<file path="config.mk">
export PLATFORM = sky130hd
export DESIGN_NAME = panel_button_mode_controller
export DESIGN_NICKNAME = d
export VERILOG_FILES = /design/src/pbmc_pkg.sv /design/src/pbmc_step.sv /design/src/panel_button_mode_controller.sv
export SDC_FILE = /design/constraint.sdc
export NUM_CORES = 1
export LEC_CHECK = 0
export ABC_CLOCK_PERIOD_IN_PS = 12800
export BUFFER_PORTS_ARGS = -buffer_cell sky130_fd_sc_hd__clkbuf_2
export CORE_MARGIN = 5
export CORE_UTILIZATION = 57
export CTS_BUF_LIST = sky130_fd_sc_hd__clkbuf_8
export CTS_CLUSTER_DIAMETER = 120
export CTS_CLUSTER_SIZE = 16
export DETAILED_ROUTE_END_ITERATION = 7
export PLACE_DENSITY = 0.76
export SETUP_SLACK_MARGIN = 0.02
export SLEW_MARGIN = 0
export SYNTH_ARGS = -nofsm -noshare
export SYNTH_HDL_FRONTEND = slang
export SYNTH_SLANG_ARGS = --single-unit
</file>
<file path="constraint.sdc">
create_clock -name clock -period 12.8 [get_ports clock]
set_clock_uncertainty 0.15 [all_clocks]
set_input_delay 1.92 -clock clock [delete_from_list [all_inputs] [get_ports clock]]
set_output_delay 1.92 -clock clock [all_outputs]
set_load 0.005 [all_outputs]
</file>
<file path="src/pbmc_pkg.sv">
package pbmc_pkg;

   localparam int NUM_BUTTONS = 11;

   // button indexes
   localparam logic [3:0] BTN_RATE  = 4'd3;
   localparam logic [3:0] BTN_POWER = 4'd6;
   localparam logic [3:0] BTN_ALARM = 4'd7;
   localparam logic [3:0] BTN_PLAT  = 4'd8;
   localparam logic [3:0] BTN_DOWN  = 4'd9;
   localparam logic [3:0] BTN_UP    = 4'd10;
   localparam logic [3:0] BTN_NONE  = 4'd11;

   // mode codes
   localparam logic [2:0] MODE_IDLE    = 3'd0;
   localparam logic [2:0] MODE_HOLD    = 3'd1;
   localparam logic [2:0] MODE_WR_MOD  = 3'd2;
   localparam logic [2:0] MODE_WR_PTM  = 3'd3;
   localparam logic [2:0] MODE_WR_IDLE = 3'd4;
   localparam logic [2:0] MODE_MOD     = 3'd5;
   localparam logic [2:0] MODE_PTM     = 3'd6;
   localparam logic [2:0] MODE_DONE    = 3'd7;

   // button kinds
   localparam logic [1:0] KIND_TOGGLE  = 2'd0;
   localparam logic [1:0] KIND_TOGHOLD = 2'd1;
   localparam logic [1:0] KIND_MOMENT  = 2'd2;
   localparam logic [1:0] KIND_HOLD    = 2'd3;

   // adjust key codes
   localparam logic [1:0] ADJ_NONE = 2'd0;
   localparam logic [1:0] ADJ_UP   = 2'd1;
   localparam logic [1:0] ADJ_DOWN = 2'd2;

   // sound cues
   localparam logic [1:0] SND_NONE   = 2'd0;
   localparam logic [1:0] SND_BEEP   = 2'd1;
   localparam logic [1:0] SND_DOUBLE = 2'd2;
   localparam logic [1:0] SND_TONE   = 2'd3;

   // power states and requests
   localparam logic [1:0] PWR_OFF     = 2'd0;
   localparam logic [1:0] PWR_ON      = 2'd2;
   localparam logic [1:0] PREQ_NONE   = 2'd0;
   localparam logic [1:0] PREQ_UP     = 2'd1;
   localparam logic [1:0] PREQ_OFF    = 2'd2;

   // alarm actions
   localparam logic [1:0] ALARM_NONE = 2'd0;
   localparam logic [1:0] ALARM_MUTE = 2'd1;
   localparam logic [1:0] ALARM_WIPE = 2'd2;

   // register indexes
   localparam logic [2:0] REG_BUTTON_KINDS  = 3'd0;
   localparam logic [2:0] REG_RATE_HOLD     = 3'd1;
   localparam logic [2:0] REG_POWER_HOLD    = 3'd2;
   localparam logic [2:0] REG_ALARM_HOLD    = 3'd3;
   localparam logic [2:0] REG_EDIT_TIMEOUT  = 3'd4;

   localparam logic [21:0] RST_BUTTON_KINDS = 22'd2773056;
   localparam logic [15:0] RST_RATE_HOLD    = 16'd20;
   localparam logic [15:0] RST_POWER_HOLD   = 16'd60;
   localparam logic [15:0] RST_ALARM_HOLD   = 16'd60;
   localparam logic [15:0] RST_EDIT_TIMEOUT = 16'd300;

   typedef logic [NUM_BUTTONS-1:0][2:0] mode_vec_type;

   typedef struct packed {
      logic [21:0] button_kinds;
      logic [15:0] rate_hold_ticks;
      logic [15:0] power_hold_ticks;
      logic [15:0] alarm_hold_ticks;
      logic [15:0] edit_timeout_ticks;
   } cfg_type;

   typedef struct packed {
      logic [1:0] sound_cue;
      logic [1:0] power_request;
      logic [1:0] alarm_action;
      logic       plateau_request;
      logic [1:0] adjust_event;
      logic [3:0] active_button;
      logic [2:0] active_mode;
      logic       fault;
   } rsp_type;

endpackage

</file>
<file path="src/pbmc_step.sv">
module pbmc_step #(
   parameter int TICK_WIDTH = 16
) (
   input  logic [pbmc_pkg::NUM_BUTTONS-1:0] pressed_i,
   input  logic [1:0]                       power_state_i,
   input  pbmc_pkg::cfg_type                cfg_i,
   input  pbmc_pkg::mode_vec_type           mode_i,
   input  logic [2:0][TICK_WIDTH-1:0]       count_i,
   input  logic [3:0]                       cur_btn_i,
   input  logic [1:0]                       cur_adj_i,
   input  logic [TICK_WIDTH-1:0]            idle_i,
   output pbmc_pkg::mode_vec_type           mode_o,
   output logic [2:0][TICK_WIDTH-1:0]       count_o,
   output logic [3:0]                       cur_btn_o,
   output logic [1:0]                       cur_adj_o,
   output logic [TICK_WIDTH-1:0]            idle_o,
   output pbmc_pkg::rsp_type                rsp_o
);
   import pbmc_pkg::*;

   localparam int CMP_W = (TICK_WIDTH > 16) ? TICK_WIDTH : 16;

   mode_vec_type              mode_v;
   logic [2:0][TICK_WIDTH-1:0] cnt_v;
   logic [3:0]                cur_v;
   logic [1:0]                adj_v;
   logic [TICK_WIDTH-1:0]     idle_v;
   logic [1:0]                snd_v;
   logic                      flt_v;
   logic [1:0]                preq_v;
   logic [1:0]                alarm_v;
   logic                      plat_v;
   logic [1:0]                adjevt_v;
   logic [3:0]                b_v;
   logic                      found_v;
   logic [3:0]                key_v;
   logic [1:0]                kind_v;
   logic [1:0]                slot_v;
   logic                      has_slot_v;
   logic                      reached_v;
   logic                      timeout_v;

   assign timeout_v = CMP_W'(idle_i) >= CMP_W'(cfg_i.edit_timeout_ticks);

   always_comb begin
      mode_v     = mode_i;
      cnt_v      = count_i;
      cur_v      = cur_btn_i;
      adj_v      = cur_adj_i;
      idle_v     = idle_i;
      snd_v      = SND_NONE;
      flt_v      = 1'b0;
      preq_v     = PREQ_NONE;
      alarm_v    = ALARM_NONE;
      plat_v     = 1'b0;
      adjevt_v   = ADJ_NONE;
      b_v        = 4'd0;
      found_v    = 1'b0;
      key_v      = BTN_DOWN;
      kind_v     = KIND_TOGGLE;
      slot_v     = 2'd0;
      has_slot_v = 1'b0;
      reached_v  = 1'b1;

      if (pressed_i == '0) begin
         // release path
         if (adj_v != ADJ_NONE) begin
            key_v          = (adj_v == ADJ_UP) ? BTN_UP : BTN_DOWN;
            adjevt_v       = adj_v;
            mode_v[key_v]  = MODE_IDLE;
            adj_v          = ADJ_NONE;
         end else if (cur_v < BTN_DOWN) begin
            kind_v = cfg_i.button_kinds[{cur_v, 1'b0} +: 2];
            unique case (mode_v[cur_v])
               MODE_HOLD: begin
                  if (kind_v == KIND_TOGHOLD) begin
                     mode_v[cur_v] = MODE_MOD;
                     snd_v         = SND_BEEP;
                  end else begin
                     mode_v[cur_v] = MODE_IDLE;
                     cur_v         = BTN_NONE;
                  end
               end
               MODE_WR_MOD: begin
                  mode_v[cur_v] = MODE_MOD;
                  snd_v         = SND_BEEP;
               end
               MODE_WR_PTM: begin
                  mode_v[cur_v] = MODE_PTM;
                  snd_v         = SND_BEEP;
               end
               MODE_WR_IDLE: begin
                  mode_v[cur_v] = (kind_v == KIND_MOMENT && cur_v == BTN_PLAT) ?
                                  MODE_DONE : MODE_IDLE;
                  snd_v         = SND_BEEP;
                  cur_v         = BTN_NONE;
               end
               MODE_MOD, MODE_PTM: begin
                  if (timeout_v) begin
                     mode_v[cur_v] = MODE_IDLE;
                     cur_v         = BTN_NONE;
                     snd_v         = SND_DOUBLE;
                  end
               end
               default: begin
                  flt_v         = 1'b1;
                  mode_v[cur_v] = MODE_IDLE;
                  cur_v         = BTN_NONE;
               end
            endcase
         end else begin
            // nothing active, so every mode should already be idle
            cur_v = BTN_NONE;
            if (mode_v != '0) begin
               flt_v  = 1'b1;
               mode_v = '0;
            end
         end
         if (!(&idle_v)) idle_v = idle_v + TICK_WIDTH'(1);
      end else begin
         idle_v = '0;
         // fixed priority, lowest index wins
         for (int i = 0; i < NUM_BUTTONS; i++) begin
            if (!found_v && pressed_i[i]) begin
               found_v = 1'b1;
               b_v     = 4'(i);
            end
         end
         if (b_v <= BTN_PLAT) begin
            kind_v     = cfg_i.button_kinds[{b_v, 1'b0} +: 2];
            has_slot_v = (b_v == BTN_RATE) || (b_v == BTN_POWER) || (b_v == BTN_ALARM);
            slot_v     = (b_v == BTN_RATE) ? 2'd0 : ((b_v == BTN_POWER) ? 2'd1 : 2'd2);
            if ((power_state_i == PWR_ON || b_v == BTN_POWER || b_v == BTN_ALARM) &&
                (cur_v == b_v || cur_v >= BTN_DOWN) && adj_v == ADJ_NONE) begin
               unique case (mode_v[b_v])
                  MODE_IDLE: begin
                     unique case (kind_v)
                        KIND_HOLD, KIND_TOGHOLD: begin
                           mode_v[b_v] = MODE_HOLD;
                           if (b_v == BTN_RATE)
                              cnt_v[0] = TICK_WIDTH'(cfg_i.rate_hold_ticks);
                           else if (b_v == BTN_POWER)
                              cnt_v[1] = TICK_WIDTH'(cfg_i.power_hold_ticks);
                           else if (b_v == BTN_ALARM)
                              cnt_v[2] = TICK_WIDTH'(cfg_i.alarm_hold_ticks);
                        end
                        KIND_TOGGLE: mode_v[b_v] = MODE_WR_MOD;
                        default:     mode_v[b_v] = MODE_WR_IDLE;
                     endcase
                     cur_v = b_v;
                  end
                  MODE_HOLD: begin
                     if (has_slot_v) begin
                        if (cnt_v[slot_v] > TICK_WIDTH'(1)) begin
                           cnt_v[slot_v] = cnt_v[slot_v] - TICK_WIDTH'(1);
                           reached_v     = 1'b0;
                        end else begin
                           cnt_v[slot_v] = '0;
                        end
                     end
                     if (reached_v) begin
                        mode_v[b_v] = (kind_v == KIND_HOLD) ? MODE_WR_MOD : MODE_WR_PTM;
                        snd_v       = SND_BEEP;
                     end
                  end
                  MODE_MOD, MODE_PTM: mode_v[b_v] = MODE_WR_IDLE;
                  MODE_WR_MOD, MODE_WR_PTM, MODE_WR_IDLE: ;
                  default: flt_v = 1'b1;
               endcase
            end
         end else begin
            // adjust key, only while an editable button is modifying
            if (cur_v >= 4'd1 && cur_v <= 4'd5 &&
                (mode_v[cur_v] == MODE_MOD || mode_v[cur_v] == MODE_PTM) &&
                adj_v == ADJ_NONE) begin
               if (mode_v[b_v] == MODE_IDLE) begin
                  mode_v[b_v] = MODE_WR_IDLE;
                  adj_v       = (b_v == BTN_UP) ? ADJ_UP : ADJ_DOWN;
               end else if (mode_v[b_v] != MODE_WR_IDLE) begin
                  flt_v = 1'b1;
               end
            end
         end
      end

      unique case (mode_v[BTN_POWER])
         MODE_MOD: begin
            if (power_state_i == PWR_OFF) begin
               preq_v = PREQ_UP;
               snd_v  = SND_BEEP;
            end
            mode_v[BTN_POWER] = MODE_IDLE;
            cur_v             = BTN_NONE;
         end
         MODE_WR_PTM: begin
            if (power_state_i == PWR_ON) begin
               preq_v = PREQ_OFF;
               snd_v  = SND_TONE;
            end
            mode_v[BTN_POWER] = MODE_WR_IDLE;
         end
         MODE_DONE: flt_v = 1'b1;
         default: ;
      endcase

      unique case (mode_v[BTN_ALARM])
         MODE_MOD: begin
            alarm_v           = ALARM_MUTE;
            mode_v[BTN_ALARM] = MODE_IDLE;
            cur_v             = BTN_NONE;
         end
         MODE_WR_PTM: begin
            alarm_v           = ALARM_WIPE;
            mode_v[BTN_ALARM] = MODE_WR_IDLE;
         end
         MODE_DONE: flt_v = 1'b1;
         default: ;
      endcase

      if (mode_v[BTN_PLAT] == MODE_DONE) begin
         plat_v           = 1'b1;
         mode_v[BTN_PLAT] = MODE_IDLE;
      end

      if (cur_v >= BTN_DOWN) cur_v = BTN_NONE;

      rsp_o.sound_cue       = snd_v;
      rsp_o.power_request   = preq_v;
      rsp_o.alarm_action    = alarm_v;
      rsp_o.plateau_request = plat_v;
      rsp_o.adjust_event    = adjevt_v;
      rsp_o.active_button   = cur_v;
      rsp_o.active_mode     = (cur_v == BTN_NONE) ? MODE_IDLE : mode_v[cur_v];
      rsp_o.fault           = flt_v;

      mode_o    = mode_v;
      count_o   = cnt_v;
      cur_btn_o = cur_v;
      cur_adj_o = adj_v;
      idle_o    = idle_v;
   end

endmodule

</file>
<file path="src/panel_button_mode_controller.sv">
// channel   direction  handshake            payload
// req       in         req_valid/req_ready  req_pressed_buttons, req_power_state
// rsp       out        rsp_valid/rsp_ready  rsp_sound_cue .. rsp_fault (one per transaction)
// csr       in         psel/penable/pwrite  paddr, pwdata, prdata, pready (always high)
//
// one transaction per cycle sustained while rsp is not stalled; a req reaches rsp valid through
// the input register, one pass of the step logic and the result register
// reset clears all button modes, countdowns and the idle counter and loads the registers with their defaults
// a stalled rsp holds its result while one more transaction waits in the input register
module panel_button_mode_controller #(
   parameter int TICK_WIDTH = 16
) (
   input  logic                             clock,
   input  logic                             reset,
   input  logic                             req_valid,
   output logic                             req_ready,
   input  logic [pbmc_pkg::NUM_BUTTONS-1:0] req_pressed_buttons,
   input  logic [1:0]                       req_power_state,
   output logic                             rsp_valid,
   input  logic                             rsp_ready,
   output logic [1:0]                       rsp_sound_cue,
   output logic [1:0]                       rsp_power_request,
   output logic [1:0]                       rsp_alarm_action,
   output logic                             rsp_plateau_request,
   output logic [1:0]                       rsp_adjust_event,
   output logic [3:0]                       rsp_active_button,
   output logic [2:0]                       rsp_active_mode,
   output logic                             rsp_fault,
   input  logic                             psel,
   input  logic                             penable,
   input  logic                             pwrite,
   input  logic [4:0]                       paddr,
   input  logic [31:0]                      pwdata,
   output logic [31:0]                      prdata,
   output logic                             pready
);
   import pbmc_pkg::*;

   cfg_type                    cfg_ff;
   logic                       in_valid_ff;
   logic [NUM_BUTTONS-1:0]     in_pressed_ff;
   logic [1:0]                 in_power_ff;
   logic                       rsp_valid_ff;
   rsp_type                    rsp_ff;
   rsp_type                    rsp_in;
   mode_vec_type               mode_ff;
   mode_vec_type               mode_in;
   logic [2:0][TICK_WIDTH-1:0] count_ff;
   logic [2:0][TICK_WIDTH-1:0] count_in;
   logic [3:0]                 cur_btn_ff;
   logic [3:0]                 cur_btn_in;
   logic [1:0]                 cur_adj_ff;
   logic [1:0]                 cur_adj_in;
   logic [TICK_WIDTH-1:0]      idle_ff;
   logic [TICK_WIDTH-1:0]      idle_in;
   logic                       advance;
   logic                       csr_write;
   logic [2:0]                 reg_index;

   assign advance   = in_valid_ff && (!rsp_valid_ff || rsp_ready);
   assign req_ready = !in_valid_ff || advance;
   assign pready    = 1'b1;
   assign csr_write = psel && penable && pwrite && pready;
   assign reg_index = paddr[4:2];

   pbmc_step #(.TICK_WIDTH(TICK_WIDTH)) u_step (
      .pressed_i     (in_pressed_ff),
      .power_state_i (in_power_ff),
      .cfg_i         (cfg_ff),
      .mode_i        (mode_ff),
      .count_i       (count_ff),
      .cur_btn_i     (cur_btn_ff),
      .cur_adj_i     (cur_adj_ff),
      .idle_i        (idle_ff),
      .mode_o        (mode_in),
      .count_o       (count_in),
      .cur_btn_o     (cur_btn_in),
      .cur_adj_o     (cur_adj_in),
      .idle_o        (idle_in),
      .rsp_o         (rsp_in)
   );

   always_ff @(posedge clock) begin
      if (reset) begin
         cfg_ff.button_kinds       <= RST_BUTTON_KINDS;
         cfg_ff.rate_hold_ticks    <= RST_RATE_HOLD;
         cfg_ff.power_hold_ticks   <= RST_POWER_HOLD;
         cfg_ff.alarm_hold_ticks   <= RST_ALARM_HOLD;
         cfg_ff.edit_timeout_ticks <= RST_EDIT_TIMEOUT;
      end else if (csr_write) begin
         unique case (reg_index)
            REG_BUTTON_KINDS: cfg_ff.button_kinds       <= pwdata[21:0];
            REG_RATE_HOLD:    cfg_ff.rate_hold_ticks    <= pwdata[15:0];
            REG_POWER_HOLD:   cfg_ff.power_hold_ticks   <= pwdata[15:0];
            REG_ALARM_HOLD:   cfg_ff.alarm_hold_ticks   <= pwdata[15:0];
            REG_EDIT_TIMEOUT: cfg_ff.edit_timeout_ticks <= pwdata[15:0];
            default: ;
         endcase
      end
   end

   always_comb begin
      unique case (reg_index)
         REG_BUTTON_KINDS: prdata = {10'd0, cfg_ff.button_kinds};
         REG_RATE_HOLD:    prdata = {16'd0, cfg_ff.rate_hold_ticks};
         REG_POWER_HOLD:   prdata = {16'd0, cfg_ff.power_hold_ticks};
         REG_ALARM_HOLD:   prdata = {16'd0, cfg_ff.alarm_hold_ticks};
         REG_EDIT_TIMEOUT: prdata = {16'd0, cfg_ff.edit_timeout_ticks};
         default:          prdata = 32'd0;
      endcase
   end

   // input register
   always_ff @(posedge clock) begin
      if (reset) begin
         in_valid_ff <= 1'b0;
      end else if (req_ready) begin
         in_valid_ff <= req_valid;
      end
      if (req_ready && req_valid) begin
         in_pressed_ff <= req_pressed_buttons;
         in_power_ff   <= req_power_state;
      end
   end

   // button state and result register
   always_ff @(posedge clock) begin
      if (reset) begin
         mode_ff      <= '0;
         count_ff     <= '0;
         cur_btn_ff   <= BTN_NONE;
         cur_adj_ff   <= ADJ_NONE;
         idle_ff      <= '0;
         rsp_valid_ff <= 1'b0;
      end else if (advance) begin
         mode_ff      <= mode_in;
         count_ff     <= count_in;
         cur_btn_ff   <= cur_btn_in;
         cur_adj_ff   <= cur_adj_in;
         idle_ff      <= idle_in;
         rsp_valid_ff <= 1'b1;
      end else if (rsp_ready) begin
         rsp_valid_ff <= 1'b0;
      end
      if (advance) begin
         rsp_ff <= rsp_in;
      end
   end

   assign rsp_valid           = rsp_valid_ff;
   assign rsp_sound_cue       = rsp_ff.sound_cue;
   assign rsp_power_request   = rsp_ff.power_request;
   assign rsp_alarm_action    = rsp_ff.alarm_action;
   assign rsp_plateau_request = rsp_ff.plateau_request;
   assign rsp_adjust_event    = rsp_ff.adjust_event;
   assign rsp_active_button   = rsp_ff.active_button;
   assign rsp_active_mode     = rsp_ff.active_mode;
   assign rsp_fault           = rsp_ff.fault;

   // an open adjust key always sits in wait-for-release
   a_adj_up_mode: assert property (@(posedge clock) disable iff (reset)
      (cur_adj_ff == ADJ_UP) |-> (mode_ff[BTN_UP] == MODE_WR_IDLE))
      else $error("adjust up open without its key waiting for release");

   a_adj_down_mode: assert property (@(posedge clock) disable iff (reset)
      (cur_adj_ff == ADJ_DOWN) |-> (mode_ff[BTN_DOWN] == MODE_WR_IDLE))
      else $error("adjust down open without its key waiting for release");

   a_active_range: assert property (@(posedge clock) disable iff (reset)
      rsp_valid_ff |-> (rsp_ff.active_button <= BTN_PLAT ||
                        rsp_ff.active_button == BTN_NONE))
      else $error("active button out of range");

   a_none_idle: assert property (@(posedge clock) disable iff (reset)
      (rsp_valid_ff && rsp_ff.active_button == BTN_NONE) |-> (rsp_ff.active_mode == MODE_IDLE))
      else $error("mode reported with no active button");

   a_stall_hold: assert property (@(posedge clock) disable iff (reset)
      (rsp_valid_ff && !rsp_ready) |=> (rsp_valid_ff && $stable(rsp_ff)))
      else $error("result changed while stalled");

endmodule

</file>
==> summary.md <==
The run finished with clean final reports. The total of fill cells in the finished design came out at 2,444. Setup repair after global routing left no endpoint under its margin. The routed via count divided by cell count came out at 7.144. The logs give 0.1314 GHz for the timing-limited maximum frequency and 0 for the count of warnings emitted by yosys. The largest single stage delay on the critical path is 0.81 ns.

The critical path required time was 12.99 ns; the worst slack at placement was 5.520 ns. The sequential fraction of the synthesis area came out at 0.3060. The signal on the critical path passes through nor3b_1 -> o311a_2 -> nor2_1 -> nand2_1 -> a31oi_1 -> a21oi_1 -> nor4_1 -> inv_1 -> ha_1 -> nor2_1 -> nand2_1 -> nor2_2 -> or3_1 -> o2bb2ai_1 -> mux2i_1 -> a211oi_1 -> a21boi_0 -> mux2i_1 -> o21ai_1 -> a221o_1. Of all nets on the critical path, the largest fanout is 16. The logs give 30,480 um^2 for the die outline area and 16,029 for the number of global-route vias before repair. The last weighted congestion value of the routability-driven placer was 1.079.

The analysis attributes to cell leakage a power of 5.962 nW. For this design, the sink count on the clock tree is 221. The number of buffer and inverter instances along the worst setup path is 1, and the transition at the pin with the smallest max-transition slack is 1.459 ns. In the routed design, unresolved DRC markers number 0. The horizontal extent of the die came out at 174.6 um. Each instance of the synthesized netlist takes up on average 7.402 um^2. The tightest slew margin relative to the limit was 0.01716.

The share of async-settable or async-resettable flops after synthesis was 0. Clock-pin slew was measured on the worst setup and hold paths at 0.12 ns. Counting flops with a built-in enable in the synthesized netlist gives 30.

The final-report hold violation count was 0; the number of pins with negative max-slew slack in the final report was 0. Across the run, the number of max-cap violations was 0. After layout, the worst setup slack is 5.192 ns.

After clock tree synthesis, the flow added hold-fix buffers numbering 0. The number of clock buffers added by TritonCTS is 18. The root buffer selected by CTS is sky130_fd_sc_hd__clkbuf_8. For the iteration count of the initial detailed-routing pass, the log shows 7.

For this design, the slowest cell found on the critical path is sky130_fd_sc_hd__or3_1. The layout cell share with drive strength beyond 1 works out to 0.1137. The floorplan step defined a core boundary enclosing 26,800 um^2. The number of gates resized after CTS came out at 0. Post-layout minimum cycle time: 7.608 ns. Final hold analysis gives a worst-case slack of 0.3283 ns.

In the layout the commonest cells are sky130_fd_sc_hd__nand2_1, sky130_fd_sc_hd__nor2_1, sky130_fd_sc_hd__a21oi_1. Setup violations remaining at the end of the flow were counted as 0. Dividing the detail-routed wire length by the instance count gives 28.23 um. The final-layout setup total negative slack was 0 ns. The cell family contributing the most delay on the critical path is simple AND/OR/NAND/NOR gates. Port buffering added 85 buffers. The worst-case IR drop observed on VDD is 0.08657 mV. The library cell used most frequently in the layout, excluding fill and tap cells, is sky130_fd_sc_hd__nand2_1. No sink is reached through more buffers than the 3 on the longest clock path.

In this run the core area contains 60 standard-cell rows. The first routing iteration left 2,589 violations. The type of element launching the critical path was a register.

The number of H-tree branching levels is 1. Overall power consumption after layout is estimated at 0.001426 W. The number of synthesized register bits was 221.

The category of the critical setup timing path was register to register. Post-synthesis cell count: 2,086. STA puts the critical path data arrival time at 7.79 ns. After clock tree synthesis, the setup repair step added 0 buffers.

The tools report the cell area after placement as 15,910 um^2. The period utilization was 0.5944; the number of nets in the finished design was 2,160. In this run, distinct cell masters in the synthesized netlist total 116.

The finished cells cover 16,230 um^2. The worst setup path is captured at a register. The total overflow left after global routing is 0. The worst min-delay path category is register to register.

Starting utilization of the core area: 0.5761. The global-route met3 utilization is 0.07270, and the number of antenna violations at the first check in global routing is 3. Most crowded layer after global routing: met2.

The die outline height is 174.6 um, and the top-level I/O count is 109. The routing usage on met1 is 0.5183, and the clock latency reported for the late side of the worst-skew pair is 0.59 ns. In this run the remaining antenna-violating nets after routing total 0. The run gives 17,339 as the overall via count from detail_route. The power per unit of standard cell area is 87.86 nW/um^2, and the maximum number of pins on one net before global-route repair is 64.

The relative area change from synthesis to final layout is 5.089%. The most used flip-flop cell after synthesis was sky130_fd_sc_hd__dfxtp_1. The wire length reported by the detailed router was 68,520 um. Once detailed placement completed, the half-perimeter wirelength came to 49,320 um. The first global-routing pass estimated 101,000 um of wire. The total routing resource utilization after global routing was 0.4301.

The synthesized netlist occupies a cell area of 15,440 um^2. TritonCTS built the clock tree. For the met2 track demand over resource in global routing, the log shows 0.6856.
==> cell families (layout without fill, tap and decap cells) <==
family | after synthesis | in the layout | share of synthesized area
AO/OA/AOI/OAI | 679 | 679 | 0.2919
XOR/XNOR | 25 | 25 | 0.01418
adder cells (fa/ha/maj) | 23 | 23 | 0.01864
buffers and inverters | 203 | 193 | 0.05875
flip-flops | 221 | 221 | 0.3060
multiplexers | 66 | 66 | 0.04927
other | 2 | 12 | 0.0004864
AND/OR/NAND/NOR | 867 | 867 | 0.2608
==> final cells by class <==
| type | count | area, um^2 | area share |
|---|---|---|---|
| clock buffers | 19 | 261.5 | 0.01612 |
| multi-input cells | 1671 | 9871 | 0.6083 |
| clock inverters | 6 | 48.80 | 0.003007 |
| diodes | 1 | 2.502 | 0.0001542 |
| repair buffers | 123 | 713.2 | 0.04395 |
| inverters | 45 | 176.4 | 0.01087 |
| flip-flops and latches | 221 | 4726 | 0.2913 |
| well taps | 341 | 426.7 | 0.02630 |
==> flip-flops by register name, indices dropped and copies added (netlist names), 2 cells and up <==
name and flops:
count_ff 48, rsp_power_request 2, cfg_ff 86, cur_btn_ff 4, in_pressed_ff 11, rsp_sound_cue 2
cur_adj_ff 2, rsp_active_button 4, mode_ff 33, rsp_active_mode 3, rsp_adjust_event 2, idle_ff 16
rsp_alarm_action 2, in_power_ff 2
==> routing by layer <==
| metal | share of wire | vias to the layer above |
|---|---|---|
| met4 | 0.10 | 0 |
| li1 | - | 7525 |
| met3 | 0.11 | 355 |
| met1 | 0.35 | 8064 |
| met2 | 0.44 | 1395 |
| met5 | 0 | - |
==> cells in the mapped netlist, types with 27 or more instances <==
library cell	count	area [um^2]
sky130_fd_sc_hd__nand2_1	384	1441
sky130_fd_sc_hd__nor2_1	212	795.8
sky130_fd_sc_hd__a21oi_1	203	1016
sky130_fd_sc_hd__dfxtp_1	191	3824
sky130_fd_sc_hd__o21ai_0	137	685.7
sky130_fd_sc_hd__clkbuf_1	105	394.1
sky130_fd_sc_hd__a22oi_1	84	630.6
sky130_fd_sc_hd__nor3_1	50	250.2
sky130_fd_sc_hd__inv_1	43	161.4
sky130_fd_sc_hd__nand3_1	43	215.2
sky130_fd_sc_hd__mux2i_1	34	340.3
sky130_fd_sc_hd__o22ai_1	33	206.5
sky130_fd_sc_hd__edfxtp_1	30	900.9
sky130_fd_sc_hd__nand3b_1	27	202.7
sky130_fd_sc_hd__or3_1	27	168.9
==> worst reg2reg max path: cells and delay by family, from the launching register on <==
kind	cells	cell delay, ns
compound gates	8	2.42
fa+ha+maj	1	0.37
buf+inv	1	0.18
flops	1	0.58
mux	2	0.42
simple gates	8	3.24
==> metrics by stage <==
| stage | cells | utilization |
|---|---|---|
| final | 2427 | 0.6054 |
| after global routing | 2426 | 0.6053 |
| after CTS | 2426 | 0.6053 |
| after detailed placement | 2401 | 0.5937 |
| after global placement | 2401 | 0.5937 |
| after floorplan | 2095 | - |
==> final timing paths <==
path / from / end / slack, ns / cells past startpoint
setup / recovery: in_pressed_ff[10] / rsp_active_mode[2] / 5.19 / 20
hold / removal: cfg_ff[56] / cfg_ff[56] / 0.33 / 2
setup reg to reg: in_pressed_ff[10] / rsp_active_mode[2] / 5.19 / 20
hold reg to reg: cfg_ff[56] / cfg_ff[56] / 0.33 / 2
==> report_power, final <==
group	internal (W)	total (W)	switching [W]
clock	0.000141	0.000397	0.000256
sequential	0.000715	0.000739	0.0000235
combinational	0.0000860	0.000289	0.000203
No activity file was read; power rests on OpenSTA's default activity.
